**config.mk**
```make
export PLATFORM = sky130hd
export DESIGN_NAME = bba_ctrl
export DESIGN_NICKNAME = d
export VERILOG_FILES = /design/src/design/bba_pkg.sv /design/src/design/bba_ctrl.sv
export SDC_FILE = /design/constraint.sdc
export NUM_CORES = 1
export LEC_CHECK = 0
export ABC_AREA = 1
export BUFFER_PORTS_ARGS = -buffer_cell sky130_fd_sc_hd__buf_2
export CELL_PAD_IN_SITES_DETAIL_PLACEMENT = 1
export CELL_PAD_IN_SITES_GLOBAL_PLACEMENT = 2
export CORE_AREA = 2 2 39 41
export DETAILED_ROUTE_END_ITERATION = 16
export DIE_AREA = 0 0 41 43
export PLACE_DENSITY = 0.6
export SYNTH_ARGS = -nofsm -noshare
export SYNTH_HDL_FRONTEND = slang
export SYNTH_SLANG_ARGS = --single-unit
```
**constraint.sdc**
```tcl
create_clock -name clock -period 1.24 [get_ports clock]
set_input_delay 0.124 -clock clock [delete_from_list [all_inputs] [get_ports clock]]
set_output_delay 0.124 -clock clock [all_outputs]
set_load 0.01 [all_outputs]
```
**src/design/bba_pkg.sv**
```systemverilog
// ---------------------------------------------------------------------------
// Bitmap block allocator package
// Shared widths, codes, payload types and the controller/datapath interface.
// ---------------------------------------------------------------------------
package bba_pkg;

   localparam int DEF_MAX_BLOCKS = 4096;
   localparam int DEF_WORD_BITS  = 64;

   localparam int BLOCK_W  = 12;
   localparam int COUNT_W  = 13;
   localparam int STATUS_W = 2;

   localparam int CSR_ADDR_W = 2;
   localparam int CSR_DATA_W = 32;

   localparam logic [CSR_ADDR_W-1:0] REG_TOTAL_BLOCKS   = 2'd0;
   localparam logic [COUNT_W-1:0]    TOTAL_BLOCKS_RESET = 13'd4096;

   localparam logic OP_ALLOC = 1'b0;
   localparam logic OP_FREE  = 1'b1;

   localparam logic [STATUS_W-1:0] STATUS_OK           = 2'd0;
   localparam logic [STATUS_W-1:0] STATUS_NO_FREE      = 2'd1;
   localparam logic [STATUS_W-1:0] STATUS_ALREADY_FREE = 2'd2;
   localparam logic [STATUS_W-1:0] STATUS_OUT_OF_RANGE = 2'd3;

   typedef struct packed {
      logic               operation;
      logic [BLOCK_W-1:0] block_number;
   } bba_req_type;

   typedef struct packed {
      logic [BLOCK_W-1:0]  granted_block;
      logic [STATUS_W-1:0] status;
   } bba_rsp_type;

   typedef struct packed {
      logic clear;
      logic load;
      logic advance;
      logic commit;
   } bba_cmd_type;

   typedef struct packed {
      logic clear_last;
      logic done;
   } bba_sts_type;

endpackage

```
**src/design/bba_ctrl.sv**
```systemverilog
// ---------------------------------------------------------------------------
// Bitmap block allocator controller
// Sequences the clearing pass, item intake, the word scan and the result.
// ---------------------------------------------------------------------------
module bba_ctrl import bba_pkg::*; (
   input  logic        clock,
   input  logic        reset,
   input  logic        req_valid,
   output logic        req_stall,
   output logic        rsp_valid,
   input  logic        rsp_stall,
   input  bba_sts_type sts,
   output bba_cmd_type cmd
);

   localparam logic [1:0] S_CLEAR = 2'd0;
   localparam logic [1:0] S_IDLE  = 2'd1;
   localparam logic [1:0] S_SCAN  = 2'd2;

   logic [1:0] state_ff, state_in;
   logic       rsp_valid_ff, rsp_valid_in;
   logic       out_free;

   assign out_free = !rsp_valid_ff || !rsp_stall;

   always_comb begin
      cmd      = '0;
      state_in = state_ff;
      case (state_ff)
         S_CLEAR: begin
            cmd.clear = 1'b1;
            if (sts.clear_last) begin
               state_in = S_IDLE;
            end
         end
         S_IDLE: begin
            if (req_valid) begin
               cmd.load = 1'b1;
               state_in = S_SCAN;
            end
         end
         S_SCAN: begin
            if (!sts.done) begin
               cmd.advance = 1'b1;
            end else if (out_free) begin
               cmd.commit = 1'b1;
               state_in   = S_IDLE;
            end
         end
         default: begin
            state_in = S_CLEAR;
         end
      endcase
   end

   assign rsp_valid_in = cmd.commit || (rsp_valid_ff && rsp_stall);

   always_ff @(posedge clock) begin
      if (reset) begin
         state_ff     <= S_CLEAR;
         rsp_valid_ff <= 1'b0;
      end else begin
         state_ff     <= state_in;
         rsp_valid_ff <= rsp_valid_in;
      end
   end

   assign req_stall = state_ff != S_IDLE;
   assign rsp_valid = rsp_valid_ff;

   a_rsp_from_scan: assert property (@(posedge clock) disable iff (reset)
      $rose(rsp_valid_ff) |-> $past(state_ff == S_SCAN))
      else $error("result appeared without a finished scan");

   a_commit_done: assert property (@(posedge clock) disable iff (reset)
      cmd.commit |-> sts.done)
      else $error("commit before the scan finished");

   a_no_overwrite: assert property (@(posedge clock) disable iff (reset)
      cmd.commit |-> (!rsp_valid_ff || !rsp_stall))
      else $error("commit would overwrite a waiting result");

   a_step_excl: assert property (@(posedge clock) disable iff (reset)
      !(cmd.advance && cmd.commit) && !(cmd.load && cmd.clear))
      else $error("conflicting datapath commands");

endmodule

```
# ---- After elaboration in Yosys (flattened, before gate mapping)
# Index checks and enable logic that the tools add are counted.
dict set report totals {
  reg_bits 3
  latch_bits 0
  ramBits 0
  rom_bits 0
  input_bits 6
  out_inout_bits 6
  elab_cells 28
  n_memories 0
}
dict set report classes {
  add_sub_neg 0
  n_mul 0
  div_mod_pow 0
  order_cmp 0
  eq_ne 7
  shifts 0
  mux 12
  bitwise_logic 0
  n_reduce_logical 7
}
# op n
set ops {}
lappend ops {{$mux 2} 5}
lappend ops {{$ne 2x2->1 const B} 4}
lappend ops {{$mux 1} 6}
lappend ops {{$pmux 2 s3} 1}
lappend ops {{$reduce_and 4->1} 1}
lappend ops {{$eq 2x1->1 const B} 1}
lappend ops {{$eq 2x2->1 const B} 1}
lappend ops {{$logic_not 1->1} 2}
lappend ops {{$logic_not 2->1} 1}
lappend ops {{$logic_or 1x1->1} 2}
lappend ops {{$ne 2x1->1 const B} 1}
lappend ops {{$logic_and 1x1->1} 1}

# ---- Longest topological paths before layout
dict set report depth {
  word_depth 6
  depth_mapped 6
  depth_no_buf 6
}

# ---- Worst setup path before layout
# OpenSTA, ideal clock, no wires.
dict set report synth_timing {
  path_kind {register -> register}
  startpoint {register state_ff[0]}
  endpoint {register state_ff[0]}
  setup_time_ns 0.066
  arrival_time_ns 0.820
  required_ns 1.174
  slack_ns 0.354
  path_stages_with_launch 6
  synth_period_minus_slack_ns 0.886
  path_cell_list {dfxtp_1 > nor2_2 > nand2_2 > nand3_1 > nand2_1 > a21oi_2}
}
dict set report synth_via {
  elab_chain_len 3
  elab_cells_between_ends 9
  cone_classes {eq/ne (6); mux (1); reduce/logical (2)}
}
# item line_no
set synth_rtl {}
lappend synth_rtl {{start, declared} bba_ctrl.sv:20} ;# logic [1:0] state_ff, state_in;
lappend synth_rtl {{start signal, assigned} bba_ctrl.sv:63} ;# state_ff <= state_in;
lappend synth_rtl {{$eq 2x2->1 (tied with other cells)} bba_ctrl.sv:29} ;# case (state_ff)
lappend synth_rtl {{$ne 2x2->1 (no line)} n/a}
lappend synth_rtl {{$reduce_and 4->1 (no line)} n/a}
# Parallel ways exist; a longest one is shown, timed or not.
# A chain may end at the register's enable or synchronous reset.

==> impl_metrics.json <==
{
  "htreeDepth": 1,
  "cts_tree": "built",
  "critical_path.cell_chain": "inv_2 -> nor2_2 -> inv_2 -> nor2_4 -> buf_2",
  "clock_latency_ns": 0.23,
  "num_vias": 221,
  "hold_slack_ns": 0.0779,
  "place_congestion": 0.669,
  "fillCellCount": 179,
  "grt_overflow": 0,
  "hold_class": "input pin to flop",
  "grt_usage_pct": 6.61,
  "grt_pass1_wl_um": 745,
  "slew_headroom_pct": 90.1,
  "die_x_um": 41,
  "tns_ns": 0,
  "total_power_mw": 0.395,
  "ys_ff_latch": 3,
  "wire_per_inst_um": 8.02,
  "root_buffer": "clkbuf_4",
  "numCtsBuffers": 3,
  "synth_nets": 33,
  "max_freq_ghz": 0.873,
  "path_max_fanout": 4,
  "drv_slew": 0,
  "core_sq_um": 1380,
  "ctsHoldBuffers": 0,
  "maxCapViolCount": 0,
  "path_delay_family": "flip-flops",
  "drc": 0,
  "cts_max_path_buffers": 2,
  "cp_slowest_cell": "dfxtp_2",
  "clkTransAtPathRegs_ns": 0.04,
  "grt_pass1_vias": 191,
  "drive_gt1_share_pct": 55.8,
  "die_area_sq_um": 1760,
  "diodes": 0,
  "fin_util_pct": 21.1,
  "cp.arrival_ns": 1.02,
  "leakagePower_nw": 0.154,
  "rsz0062_at_grt": "false",
  "synthCells": 27,
  "ant_nets": 0,
  "stdcell_count": 59,
  "port_buffers": 11,
  "critPathBufInv": 3,
  "fin_skew_ns": 0.00297,
  "hold_viol_final": 0,
  "power_density_nw_per_um2": 1360,
  "fin_area_sq_um": 292,
  "ys_seq_area_share_pct": 33.3,
  "yosysWarningCount": 0,
  "start_util_pct": 13.0,
  "nNetsFinal": 50,
  "crit_required_ns": 1.12,
  "worst_pin_slew_ns": 0.148,
  "synth_area_sq_um": 180,
  "critical_path_class": "flop to output pin",
  "drt-pass1-iter-count": 1,
  "vdd_drop_max_v": 0.000244,
  "min_period_over_period_pct": 92.4,
  "die_y_um": 43,
  "dp_cells": 54,
  "wirelength_um": 473,
  "ios": 12,
  "area_delta_synth_final_pct": 61.8,
  "grt_max_degree": 8,
  "cp-start-kind": "flop",
  "setup_slack_ns": 0.0946,
  "max_stage_delay_ns": 0.34,
  "outcome": "completed",
  "setup_viol": 0,
  "rows": 14,
  "syn_avg_cell_area_sq_um": 6.67,
  "dpl_cell_area_sq_um": 255,
  "antenna_found_initial": 0,
  "post-place-ws_ns": 0.301,
  "via_per_inst": 3.75,
  "drtIter0Drc": 0,
  "fin_crit_ns": 1.15,
  "worst_setup_path_end_kind": "output pin",
  "clkSinkCount": 3,
  "dp_hpwl_um": 377,
  "path_common_cell": "inv_2",
  "synth_cell_types": 12
}
==> synth_stat cells <==
master | number | area share, %
a21oi_1 | 2 | 5.6
a21oi_2 | 1 | 4.9
dfxtp_1 | 3 | 33
inv_1 | 5 | 10
inv_2 | 1 | 2.1
nand2_1 | 5 | 10
nand2_2 | 1 | 3.5
nand3_1 | 3 | 8.3
nand3b_1 | 1 | 4.2
nor2_1 | 2 | 4.2
nor2_2 | 2 | 6.9
nor2_4 | 1 | 6.2
==> logic make-up (layout without fill, tap and decap cells) <==
family,count (synthesis),in the layout,share of synthesized area [%]
AND/OR/NAND/NOR,15,15,43.8
buffers and inverters,6,22,12.5
AO/OA/AOI/OAI,3,3,10.4
flip-flops,3,3,33.3
==> where the power goes <==
| part | total [mW] | internal, mW | switching [mW] |
|---|---|---|---|
| Sequential | 0.124 | 0.109 | 0.0154 |
| Clock | 0.171 | 0.121 | 0.0501 |
| Combinational | 0.100 | 0.0443 | 0.0561 |
==> timing repair <==
item                       4_1_cts  5_1_grt
buffers inserted                 0        1
setup endpoints to repair        0        3
resized for setup                0        3
==> state kept, by name, indices dropped and copies added, names as in the netlist <==
signal     flops
rsp_valid      1
state_ff       2
==> layout make-up <==
| type | instances | area (sq um) | area share (%) |
|---|---|---|---|
| clock buffers | 4 | 26.3 | 9.01 |
| inverters | 6 | 22.5 | 7.73 |
| multi-input cells | 18 | 97.6 | 33.5 |
| flip-flops and latches | 3 | 62.6 | 21.5 |
| well taps | 16 | 20.0 | 6.87 |
| repair buffers | 12 | 62.6 | 21.5 |
==> path summary, 6_finish.rpt <==
kind | start | end | slack, ns | cells past startpoint
setup reg to reg | state_ff[1]$_SDFFE_PP0P_ | state_ff[0]$_SDFFE_PP0P_ | 0.29 | 6
hold / removal | reset | state_ff[1]$_SDFFE_PP0P_ | 0.08 | 2
hold reg to reg | state_ff[0]$_SDFFE_PP0P_ | state_ff[0]$_SDFFE_PP0P_ | 0.52 | 2
setup / recovery | state_ff[1]$_SDFFE_PP0P_ | cmd[0] | 0.09 | 5
==> placed cells by master (no fill, tap or decap), drive strengths merged <==
cell type	instances
dfxtp	3
inv	6
nand2	6
nor2	5
buf	12
nand3	3
nand3b	1
clkbuf	4
a21oi	3
==> routing by layer <==
| layer | vias to the layer above | track usage [%] | part of all wire, % | wire length (um) |
|---|---|---|---|---|
| li1 | 115 | - | - | - |
| met1 | 95 | 7.35 | 39 | 186 |
| met2 | 9 | 8.75 | 50 | 235 |
| met3 | 2 | 1.57 | 8.2 | 39 |
| met4 | 0 | 8.00 | 2.3 | 11 |
| met5 | - | 0 | 0 | 0 |
No activity file was read; power rests on OpenSTA's default activity.
